[config.mk]
export PLATFORM = sky130hd
export DESIGN_NAME = bbcd_ctrl
export DESIGN_NICKNAME = d
export VERILOG_FILES = /design/src/hdl/bbcd_pkg.sv /design/src/hdl/bbcd_ctrl.sv
export VERILOG_INCLUDE_DIRS = /design/src /design/src/hdl
export SDC_FILE = /design/constraint.sdc
export NUM_CORES = 1
export LEC_CHECK = 0
export BUFFER_PORTS_ARGS = -buffer_cell sky130_fd_sc_hd__clkbuf_2
export CAP_MARGIN = 15
export CORE_AREA = 2 2 39 41
export CTS_CLUSTER_DIAMETER = 80
export CTS_CLUSTER_SIZE = 20
export DETAILED_ROUTE_END_ITERATION = 7
export DIE_AREA = 0 0 41 43
export PLACE_DENSITY = 0.54
export SYNTH_ARGS = -nofsm -noshare
export SYNTH_HDL_FRONTEND = slang
export SYNTH_SLANG_ARGS = --single-unit
[constraint.sdc]
create_clock -name clock -period 1.7 [get_ports clock]
set_input_delay 0.17 -clock clock [delete_from_list [all_inputs] [get_ports clock]]
set_output_delay 0.17 -clock clock [all_outputs]
set_load 0.01 [all_outputs]
[src/hdl/assert_macros.svh]
// Assertion macros shared by the buffer cache directory modules.
`ifndef ASSERT_MACROS_SVH
`define ASSERT_MACROS_SVH

// Check that cons holds in the same cycle as ante.
`define BBCD_ASSERT_IMP(label, clk, rst, ante, cons, msg) \
   label: assert property (@(posedge clk) disable iff (rst) (ante) |-> (cons)) \
      else $error(msg);

// Check that cons holds in the cycle after ante.
`define BBCD_ASSERT_NXT(label, clk, rst, ante, cons, msg) \
   label: assert property (@(posedge clk) disable iff (rst) (ante) |=> (cons)) \
      else $error(msg);

`endif

[src/hdl/bbcd_pkg.sv]
// Shared constants, codes and types of the buffer cache directory.
package bbcd_pkg;

   // Directory geometry
   localparam int NUM_ENTRIES = 32;
   localparam int IDX_W       = $clog2(NUM_ENTRIES);
   localparam int TREE_N      = 1 << IDX_W;

   // Field widths
   localparam int KIND_W   = 3;
   localparam int DEV_W    = 8;
   localparam int BLK_W    = 32;
   localparam int ENTRY_W  = 5;
   localparam int TIME_W   = 32;
   localparam int CNT_W    = 8;
   localparam int STATUS_W = 2;

   localparam logic [CNT_W-1:0] CNT_MAX = {CNT_W{1'b1}};

   // Operation codes
   localparam logic [KIND_W-1:0] KIND_READ    = 3'd0;
   localparam logic [KIND_W-1:0] KIND_WRITE   = 3'd1;
   localparam logic [KIND_W-1:0] KIND_RELEASE = 3'd2;
   localparam logic [KIND_W-1:0] KIND_PIN     = 3'd3;
   localparam logic [KIND_W-1:0] KIND_UNPIN   = 3'd4;

   // Result status codes
   localparam logic [STATUS_W-1:0] ST_OK        = 2'd0;
   localparam logic [STATUS_W-1:0] ST_NO_FREE   = 2'd1;
   localparam logic [STATUS_W-1:0] ST_UNDERFLOW = 2'd2;
   localparam logic [STATUS_W-1:0] ST_OVERFLOW  = 2'd3;

   // How the target entry was chosen
   localparam int MODE_W = 2;
   localparam logic [MODE_W-1:0] MODE_OTHER   = 2'd0;
   localparam logic [MODE_W-1:0] MODE_HIT     = 2'd1;
   localparam logic [MODE_W-1:0] MODE_MISS    = 2'd2;
   localparam logic [MODE_W-1:0] MODE_NO_FREE = 2'd3;

   // Victim tree settle time: leaf register plus one register per level
   localparam int SCAN_CYCLES = IDX_W + 1;
   localparam int SCAN_W      = $clog2(SCAN_CYCLES + 1);

   typedef struct packed {
      logic load;
      logic look;
      logic sel_hit;
      logic sel_victim;
      logic apply;
   } ctrl_cmd_type;

   typedef struct packed {
      logic is_read;
      logic hit_found;
      logic out_free;
   } ctrl_sts_type;

   // Map a directory index onto the entry field
   function automatic logic [ENTRY_W-1:0] idx_to_entry(input logic [IDX_W-1:0] idx);
      logic [IDX_W+ENTRY_W-1:0] ext;
      ext = {{ENTRY_W{1'b0}}, idx};
      return ext[ENTRY_W-1:0];
   endfunction

   // Map the entry field onto a directory index
   function automatic logic [IDX_W-1:0] entry_to_idx(input logic [ENTRY_W-1:0] entry);
      logic [IDX_W+ENTRY_W-1:0] ext;
      ext = {{IDX_W{1'b0}}, entry};
      return ext[IDX_W-1:0];
   endfunction

   // True when the entry field names an existing entry
   function automatic logic entry_in_range(input logic [ENTRY_W-1:0] entry);
      logic [IDX_W+ENTRY_W-1:0] ext;
      ext = {{IDX_W{1'b0}}, entry};
      return ext < (IDX_W + ENTRY_W)'(NUM_ENTRIES);
   endfunction

endpackage

[src/hdl/bbcd_ctrl.sv]
// Controller that sequences lookup, victim search and update of the directory.
`include "assert_macros.svh"

module bbcd_ctrl (
   input  logic                        clock,
   input  logic                        reset,
   input  logic                        req_valid,
   output logic                        req_ready,
   input  bbcd_pkg::ctrl_sts_type      sts,
   output bbcd_pkg::ctrl_cmd_type      cmd
);

   localparam logic [2:0] S_IDLE   = 3'd0;
   localparam logic [2:0] S_LOOK   = 3'd1;
   localparam logic [2:0] S_ENCODE = 3'd2;
   localparam logic [2:0] S_SCAN   = 3'd3;
   localparam logic [2:0] S_APPLY  = 3'd4;

   logic [2:0]                     state_ff, state_in;
   logic [bbcd_pkg::SCAN_W-1:0]    scan_cnt_ff, scan_cnt_in;

   // Next state and commands
   always_comb begin
      state_in    = state_ff;
      scan_cnt_in = scan_cnt_ff;
      cmd         = '0;
      unique case (state_ff)
         S_IDLE: begin
            if (req_valid) begin
               cmd.load = 1'b1;
               state_in = S_LOOK;
            end
         end
         S_LOOK: begin
            cmd.look = 1'b1;
            state_in = sts.is_read ? S_ENCODE : S_APPLY;
         end
         S_ENCODE: begin
            if (sts.hit_found) begin
               cmd.sel_hit = 1'b1;
               state_in    = S_APPLY;
            end else begin
               scan_cnt_in = '0;
               state_in    = S_SCAN;
            end
         end
         S_SCAN: begin
            scan_cnt_in = scan_cnt_ff + bbcd_pkg::SCAN_W'(1);
            if (scan_cnt_ff == bbcd_pkg::SCAN_W'(bbcd_pkg::SCAN_CYCLES - 1)) begin
               cmd.sel_victim = 1'b1;
               state_in       = S_APPLY;
            end
         end
         S_APPLY: begin
            if (sts.out_free) begin
               cmd.apply = 1'b1;
               state_in  = S_IDLE;
            end
         end
         default: begin
            state_in = S_IDLE;
         end
      endcase
   end

   // Hold state and scan count
   always_ff @(posedge clock) begin
      if (reset) begin
         state_ff    <= S_IDLE;
         scan_cnt_ff <= '0;
      end else begin
         state_ff    <= state_in;
         scan_cnt_ff <= scan_cnt_in;
      end
   end

   assign req_ready = (state_ff == S_IDLE);

   `BBCD_ASSERT_IMP(a_one_cmd, clock, reset, 1'b1, $onehot0(cmd), "more than one command")
   `BBCD_ASSERT_IMP(a_apply_free, clock, reset, cmd.apply, sts.out_free, "update with full output")
   `BBCD_ASSERT_IMP(a_victim_miss, clock, reset, cmd.sel_victim, !sts.hit_found, "victim on hit")

endmodule

* Yosys cells after proc, flatten, opt, wreduce, memory -nomap -nowiden
Cells that the tools add are included.
** Word-level totals
- Flip-flop bits (word level) :: 6
- Word-level logic and storage cells :: 33
- Bits of input ports :: 6
- Output and inout bits :: 6
** Cells by class
- Reductions and logical operators :: 4
- Equality and inequality tests :: 9
- Add/sub/neg operators :: 1
- Muxes and demuxes :: 17
** Operator list (count)
- $mux 3 :: 6
- $pmux 3 s5 :: 1
- $mux 1 :: 9
- $ne 2x2->1 const B :: 4
- $eq 3x2->1 const B :: 2
- $eq 3x3->1 const B :: 2
- $pmux 3 s2 :: 1
- $add 3x1->3 const B :: 1
- $eq 3x1->1 const B :: 1
- $logic_not 3->1 :: 1
- $reduce_and 3->1 :: 1
- $reduce_and 2->1 :: 1
- $reduce_bool 2->1 :: 1

* Depth between registers and ports, before layout
Gate-level depths: netlist of the first run.
- Depth after elaboration :: 3
- Mapped depth :: 5

* Worst setup path before layout of the first run
No wires, ideal clock.
- Path type :: register to output
- Start point :: register state_ff[1]
- End point :: output port cmd[4] in the netlist's numbering
- Path slack :: 544 ps
- Cell stages (with the launch flop) :: 4
- Arrival :: 986 ps
- Cells stage by stage :: dfxtp_1 buf_4 nor3_1 and2_1
** RTL lines
- start: declaration :: RTL line bbcd_ctrl.sv:19 : logic [2:0] state_ff, state_in;
- start signal: assignment :: RTL line bbcd_ctrl.sv:72 : state_ff <= state_in;
- end: declaration :: RTL line bbcd_ctrl.sv:10 : output bbcd_pkg::ctrl_cmd_type cmd

==> results.toml, run 1 <==
[timing]
finClkSkew_ps = 6.245
slew_violations = 0
fin_crit_ps = 1441
holdWs_ps = 181.4
relSlewSlack = 0.7245
rsz0062_at_grt = "no"
fin_setup_tns_ps = 0
max_freq_mhz = 693.8
period_share = 0.8478
tightest_slew_ps = 412.7
setup_violations = 0
hold_viol_final = 0

[grt]
grt_usage = 0.1178
grt_overflow = 0
grt_pass1_vias = 308
grt_pass1_wl_um = 1331
grt_antenna_before_repair = 0
grt_start_max_net_pins = 15

[die]
die_area_mm2 = 0.001763
rows = 14
die_w_um = 41
design.core.area_mm2 = 0.001384
start_util = 0.2893
die_y_um = 43
io_pins = 12

[layout]
antennaDiodeCount = 0
fill_cells = 145
synthToLayoutAreaGrowth_pct = 19.69
final_layout_size_suffix_gt1_frac = 0.3103
fin_nets = 68
final_core_util = 0.3463

[min_path]
hold_class = "input port to register"
min_from = "req_valid"
whs_path_depth = 3
whs_endpoint = "state_ff[0]$_SDFFE_PP0P_"

[pwr]
p_leak_nw = 0.2014
pwr_density_cell_mw_per_mm2 = 720.4
power_w = 0.0003452
vdd_drop_max_uv = 387.3

[setup_path]
cp-start-kind = "register"
reg2reg_slack_ps = 490
cp_data_required_time_ps = 1530
r2r_start = "state_ff[0]$_SDFFE_PP0P_"
cp-startpoint = "state_ff[2]$_SDFFE_PP0P_"
cp_max_fo = 8
endpoint_kind = "output port"
worstPathArrival_ps = 1270
ff2ff_path_depth = 3
critical_path_class = "register to output port"
slowest_delay_ps = 450
r2r_end = "scan_cnt_ff[2]$_SDFFE_PP0P_"
path_cells = "and2b_1, and4_2, clkbuf_2"
slowest_stage = "dfxtp_1"

[synthesis]
ys_seq_elements = 6
synth_largest_area_cell = "dfxtp_1"
avgSynthCellArea_um2 = 8.704
synthMuxAreaShare = 0
syn_inst = 46
yosys.area_share.xor_xnor = 0
ys_types = 26
synthArstFlopShare = 0
synth_compound_area_frac = 0.1625
synth_edf_count = 0
synth-simple-area-share = 0.4188
synth.area.top_cells = "dfxtp_1 30%, a21oi_1 7.5%, ha_1 6.3%"
synth_top_family_by_area = "simple AND/OR/NAND/NOR gates"
synth_adder_area_share = 0.06250
synth_area_um2 = 400.4
netlist.area_leader.share = 0.3000
ys_dominant_reg_cell = "dfxtp_1"
synth.net_count = 54
seq_area_frac_synth = 0.3000
synth_warnings = 0

[clock_tree]
numClockSinks = 6
cts_max_path_buffers = 2
numCtsBuffers = 3
insertion_delay_ps = 250
postCtsSetupBuffers = 0
clk_pin_slew_ps = 40
root_buffer = "clkbuf_4"
cts_resized = 0
cts_hold_buf = 0
tritoncts = "built"
htree_num_levels = 1

[place]
dp_hpwl_um = 628.4
io_buffer_count = 11
place.gp.congestion = 0.6661

[job]
cap_violations = 0

[route]
first_pass_iters = 2
drtIter0Drc = 3
vias = 351
viasPerCell = 4.743
wire_per_inst_um = 11.26
ant_nets = 0
drc_errors = 0
drt_wl_total_um = 833

[outcome]
status = "completed"
-- cells in the final DEF (no fill, tap or decap), types with 2 or more instances in the layout --
cell	count
nand2_1	2
nor2_1	2
nand3b_1	3
clkbuf_2	11
nand3_1	2
clkbuf_4	3
o21ai_0	5
dfxtp_1	6
ha_1	2
a21oi_1	6
-- worst max-delay path, delay by kind of cell, from the launching register on --
family	cells	cell delay, ps
buf+inv	1	120
flops	1	450
simple gates	2	460
-- cell usage after synthesis (all sizes together) (2+ instances only) --
| library cell | instances |
|---|---|
| nand2 | 2 |
| o21ai | 5 |
| nand2b | 2 |
| buf | 2 |
| and2b | 2 |
| dfxtp | 6 |
| a21oi | 6 |
| nand3b | 3 |
| nor2 | 2 |
| nand3 | 2 |
| ha | 2 |
-- worst max path at each step --
stage	endpoint	slack, ps	depth (start not counted)
2_1_floorplan	cmd[4]	540	3
3_5_place_dp	scan_cnt_ff[2]$_SDFFE_PP0P_	500	3
5_1_grt	cmd[1]	160	3
4_1_cts	cmd[1]	240	3
3_3_place_gp	scan_cnt_ff[1]$_SDFFE_PP0P_	520	3
6_report	cmd[1]	260	3
-- sequential cells by signal, indices dropped and copies added (netlist names) --
register and flops:
scan_cnt_ff 3, state_ff 3
-- cells by family after synthesis --
kind of cell	count (synthesis)
AO/OA/AOI/OAI	12
adder cells (fa/ha/maj)	2
buffers and inverters	3
flip-flops	6
AND/OR/NAND/NOR	23
-- stage by stage --
step / std cells / area (µm²) / worst slack [ps]
2_1_floorplan: 46 / 400.4 / 544.2
3_3_place_gp: 71 / 456.7 / 515.8
3_5_place_dp: 71 / 456.7 / 502.3
4_1_cts: 74 / 479.2 / 240.5
5_1_grt: 74 / 479.2 / 156.0
6_report: 74 / 479.2 / 258.8
-- where the power goes --
group          internal [W]  switching, W  total (W)
clock network     0.0000797     0.0000500   0.000130
logic             0.0000285     0.0000274  0.0000559
registers          0.000146     0.0000131   0.000160
-- routing by layer --
layer	GRT usage	wire, µm
met3	0.09424	51
met2	0.1438	398
met1	0.1429	383
met4	0.06000	0
met5	0	0
-- area by class of cell --
type                    instances  area (µm²)  share of cell area
well taps                      16       20.02             0.04178
repair buffers                 11       55.05              0.1149
clock buffers                   3       22.52             0.04700
inverters                       1       3.754            0.007833
multi-input cells              37       257.7              0.5379
flip-flops and latches          6       120.1              0.2507
Power figures use the tool's default switching activity.
==> run 2, diff against run 1 <==
- PLACE_DENSITY: 0.54 -> 0.56
- clock period: 1.7 -> 1.21 ns (I/O delays scaled with it)
==> run 2 against run 1 <==
Compared with the run above:
- the run now ends with setup timing left
- design area grew 14%
- utilization grew 4.8 points
- combinational power grew 82%
- global-route usage grew 2.2 points
- first-iteration DRC count shrank 100%
- via count grew 15%
- sequential cell count is the same
- sequential share of layout area shrank 0.52 points
- sequential power grew 39%
- worst setup slack lost 290 ps
- wire length grew 15%
- die area is the same
==> results.toml, run 2 (synthesized netlist as in run 1, its figures left out) <==
[timing]
rsz0062_at_grt = "yes"
setup_violations = 1
finClkSkew_ps = 5.257
holdWs_ps = 111.5
max_freq_mhz = 804.3
hold_viol_final = 0
tightest_slew_ps = 218.4
slew_violations = 0
fin_crit_ps = 1243
period_share = 1.028
setup_ws_ps = -33.34
relSlewSlack = 0.8524

[layout]
mostFrequentLayoutCells = "9 x clkbuf_2, 6 x a21oi_1, 5 x o21ai_0, 5 x buf_4"
reg_top3 = "scan_cnt_ff: 3 flops, state_ff: 3 flops"
fin_nets = 73
design_area_um2 = 545.5
synthToLayoutAreaGrowth_pct = 36.25
final_layout_size_suffix_gt1_frac = 0.4762
final_common_cell = "clkbuf_2"
fill_cells = 158
antennaDiodeCount = 0

[pwr]
power_w = 0.0005152
vdd_drop_max_uv = 528.7
p_leak_nw = 0.2347
pwr_density_cell_mw_per_mm2 = 944.4

[route]
drt_wl_total_um = 957
viasPerCell = 5.089
ant_nets = 0
drtIter0Drc = 0
drc_errors = 0
wire_per_inst_um = 12.11
first_pass_iters = 1
vias = 402

[grt]
grt_antenna_before_repair = 0
grt_start_max_net_pins = 15
grt_pass1_wl_um = 1635
grt_overflow = 0
grt_pass1_vias = 391
grt_usage = 0.1398

[min_path]
hold_class = "input port to register"

[setup_path]
slowest_delay_ps = 360
slowest_stage = "dfxtp_4"
endpoint_kind = "output port"
ff2ff_path_depth = 4
cp-startpoint = "state_ff[2]$_SDFFE_PP0P_"
reg2reg_slack_ps = 100
cp_top_family = "simple AND/OR/NAND/NOR gates"
crit_cells = 3
r2r_start = "state_ff[0]$_SDFFE_PP0P_"
cp-endpoint = "cmd[1]"
worstPathArrival_ps = 1120
r2r_end = "state_ff[2]$_SDFFE_PP0P_"
crit_buf_inv = 1
cp_data_required_time_ps = 1090
cp-start-kind = "register"
path_cells = "and2b_1, and4_4, buf_6"
critical_path_class = "register to output port"
cp_max_fo = 6

[clock_tree]
insertion_delay_ps = 250
cts_max_path_buffers = 2
root_buffer = "clkbuf_4"
tritoncts = "built"
htree_num_levels = 1
numClockSinks = 6
clk_pin_slew_ps = 40
cts_hold_buf = 0
numCtsBuffers = 3

[place]
place.gp.congestion = 0.6982
dp_hpwl_um = 680.2
place_ws_ps = 34.82
io_buffer_count = 11
place_area_um2 = 464.2

[die]
rows = 14
start_util = 0.2893
die_y_um = 43
io_pins = 12
die_w_um = 41
die_area_mm2 = 0.001763
design.core.area_mm2 = 0.001384

[job]
cap_violations = 0

[outcome]
violations = "setup timing"
status = "finished with violations"
## run 2: cell types whose count changed in the layout (fill, tap and decap cells not counted), sizes merged
cell	delta
buf	+7
clkbuf	-2
## run 2: worst reg2reg max path, delay by kind of cell, from the launching register on
family                 cells  cell delay, ps
AO/OA/AOI/OAI              2             270
AND/OR/NAND/NOR            1             230
buffers and inverters      1             140
flip-flops                 1             410
## run 2: report_power, final
part | switching [W] | internal [W] | leakage [nW] | total, W
Combinational | 0.0000470 | 0.0000550 | 0.169 | 0.000102
Clock | 0.0000782 | 0.000113 | 0.0138 | 0.000191
Sequential | 0.0000180 | 0.000204 | 0.0519 | 0.000222
Total | 0.000143 | 0.000372 | 0.235 | 0.000515
## run 2: repair_timing
| item | 4_1_cts | 5_1_grt |
|---|---|---|
| buffers inserted | 3 | 1 |
| pin swaps | 1 | 0 |
| endpoints found under the setup margin | 5 | 5 |
| gates resized for setup | 9 | 6 |
## run 2: cell type report
class,count,area (µm²),share of cell area
Inverter,1,3.754,0.006881
Multi-Input combinational cell,37,266.5,0.4885
Sequential cell,6,133.9,0.2454
Tap cell,16,20.02,0.03670
Timing Repair Buffer,16,98.84,0.1812
Clock buffer,3,22.52,0.04128
## run 2: worst min path at each step
stage	startpoint	cells after the start	slack (ps)	to
final	req_valid	3	110	state_ff[0]$_SDFFE_PP0P_
after CTS	req_valid	3	110	state_ff[0]$_SDFFE_PP0P_
after detailed placement	req_valid	3	380	state_ff[0]$_SDFFE_PP0P_
after global routing	req_valid	3	100	state_ff[0]$_SDFFE_PP0P_
after global placement	req_valid	3	380	state_ff[0]$_SDFFE_PP0P_
after floorplan	reset	1	190	scan_cnt_ff[0]$_SDFFE_PP0P_
## run 2: metal layers
layer	wire (µm)	track usage
met5	0	0
met4	0	0.04000
met3	52	0.09424
met2	476	0.2219
met1	428	0.1424
## run 2: metrics by stage
step | cells | TNS (ps) | utilization
global placement | 72 | 0 | 0.3354
detailed placement | 72 | 0 | 0.3354
floorplan | 46 | 0 | -
CTS | 78 | -69.23 | 0.3788
finish | 79 | -33.34 | 0.3942
global route | 79 | -278.8 | 0.3942
==> run 3, diff against run 2 <==
- CTS_BUF_LIST: default -> sky130_fd_sc_hd__clkbuf_8
- PLACE_DENSITY: 0.56 -> 0.54
- clock period: 1.21 -> 1.39 ns (I/O delays scaled with it)
==> run 3 against run 2 <==
Compared with the run above:
- the run now ends clean
- via count decreased by 11%
- total power grew 1.3%
- sequential cell count unchanged
- first-iteration DRC count rose by 6
- critical path depth unchanged
- clock-buffer cell count stayed put
- worst setup slack improved by 110 ps
- clock skew decreased by 4.8 ps
- sequential share of layout area up 0.15 points
- highest routed layer unchanged
==> results.toml, run 3 (synthesized netlist as in run 1, its figures left out) <==
[outcome]
status = "completed"

[layout]
design_area_um2 = 501.7
reg_top3 = "scan_cnt_ff: 3 flops, state_ff: 3 flops"
antennaDiodeCount = 0
mostFrequentLayoutCells = "11 x clkbuf_2, 6 x a21oi_1, 5 x o21ai_0"
final_common_cell = "clkbuf_2"
final_layout_size_suffix_gt1_frac = 0.3621
stdcell_count = 74
fin_nets = 68
synthToLayoutAreaGrowth_pct = 25.31
final_core_util = 0.3626

[route]
route.met2.wl_um = 374
viasPerCell = 4.838
top_layer_used = "met3"
drtIter0Drc = 6
drc_errors = 0
wl_met1_um = 397
wire_per_inst_um = 11.05
wl_met3_um = 46
drt_wl_total_um = 818
first_pass_iters = 2
vias = 358
ant_nets = 0

[clock_tree]
postCtsSetupBuffers = 0
cts_hold_buf = 0
tritoncts = "built"
insertion_delay_ps = 220
numCtsBuffers = 3
root_buffer = "clkbuf_8"
cts_max_path_buffers = 2
numClockSinks = 6
clk_pin_slew_ps = 30
htree_num_levels = 1

[die]
die_y_um = 43
start_util = 0.2893
rows = 14
design.core.area_mm2 = 0.001384
io_pins = 12
die_w_um = 41
die_area_mm2 = 0.001763

[pwr]
vdd_drop_max_uv = 822.4
pwr_density_cell_mw_per_mm2 = 1040
p_leak_nw = 0.2104

[min_path]
hold_class = "input port to register"
min_from = "req_valid"
whs_path_depth = 3
whs_endpoint = "state_ff[0]$_SDFFE_PP0P_"

[timing]
setup_violations = 0
hold_viol_final = 0
relSlewSlack = 0.8397
holdWs_ps = 155.4
max_freq_mhz = 762.4
rsz0062_at_grt = "no"
period_share = 0.9436
fin_setup_tns_ps = 0
slew_violations = 0
finClkSkew_ps = 0.4105
fin_crit_ps = 1312
tightest_slew_ps = 240.4

[place]
dpl.cell_count = 71
dp_hpwl_um = 616.4
place_area_um2 = 456.7
io_buffer_count = 11
place.gp.congestion = 0.6540

[job]
cap_violations = 0

[setup_path]
r2r_start = "scan_cnt_ff[0]$_SDFFE_PP0P_"
ff2ff_path_depth = 4
cp_data_required_time_ps = 1250
r2r_end = "scan_cnt_ff[2]$_SDFFE_PP0P_"
worstPathArrival_ps = 1170
cp-start-kind = "register"
cp_max_fo = 8
critical_path_class = "register to output port"
reg2reg_slack_ps = 260
endpoint_kind = "output port"

[grt]
grt_usage = 0.1195
grt_antenna_before_repair = 0
grt_overflow = 0
grt_start_max_net_pins = 15
grt_pass1_vias = 323
grt_pass1_wl_um = 1338
## run 3: report_power, final
part | switching, W | leakage [nW] | internal [W]
sequential | 0.0000169 | 0.0500 | 0.000181
clock | 0.0000701 | 0.0216 | 0.000186
combinational | 0.0000333 | 0.139 | 0.0000349
## run 3: area by class of cell
class | instances | area (µm²)
Sequential cell | 6 | 123.9
Timing Repair Buffer | 11 | 55.05
Inverter | 1 | 3.754
Multi-Input combinational cell | 37 | 257.7
Tap cell | 16 | 20.02
Fill cell | 149 | 882.1
Clock buffer | 3 | 41.29
## run 3: per-stage QoR
stage | setup WS (ps) | total power, W
final | 78.37 | 0.0005220
after global routing | 32.00 | 0.0005501
after CTS | 4.333 | 0.0005287
after detailed placement | 189.0 | 0.0002677
after global placement | 199.4 | 0.0002674
after floorplan | 265.2 | 0.0002438
## run 3: worst max-delay path by stage
stage,from,endpoint,cells after the start
global route,state_ff[2]$_SDFFE_PP0P_,cmd[1],3
finish,state_ff[2]$_SDFFE_PP0P_,cmd[1],3
floorplan,state_ff[1]$_SDFFE_PP0P_,cmd[4],3
detailed placement,state_ff[0]$_SDFFE_PP0P_,scan_cnt_ff[2]$_SDFFE_PP0P_,3
CTS,state_ff[1]$_SDFFE_PP0P_,cmd[1],3
global placement,state_ff[0]$_SDFFE_PP0P_,scan_cnt_ff[2]$_SDFFE_PP0P_,3
## run 3: critical path, stage by stage (launching register included)
cell and delay (ps):
dfxtp_2 390, and2b_1 220, and4_2 230, clkbuf_2 120
## run 3: repair_timing
action,in CTS,in global routing
endpoints found under the setup margin,1,5
gates resized for setup,1,2
pin swaps,0,0
## run 3: per-layer routing
layer	GRT usage	vias up
met5	0	-
met4	0.06000	0
li1	-	191
met1	0.1447	160
met3	0.07853	0
met2	0.1563	7
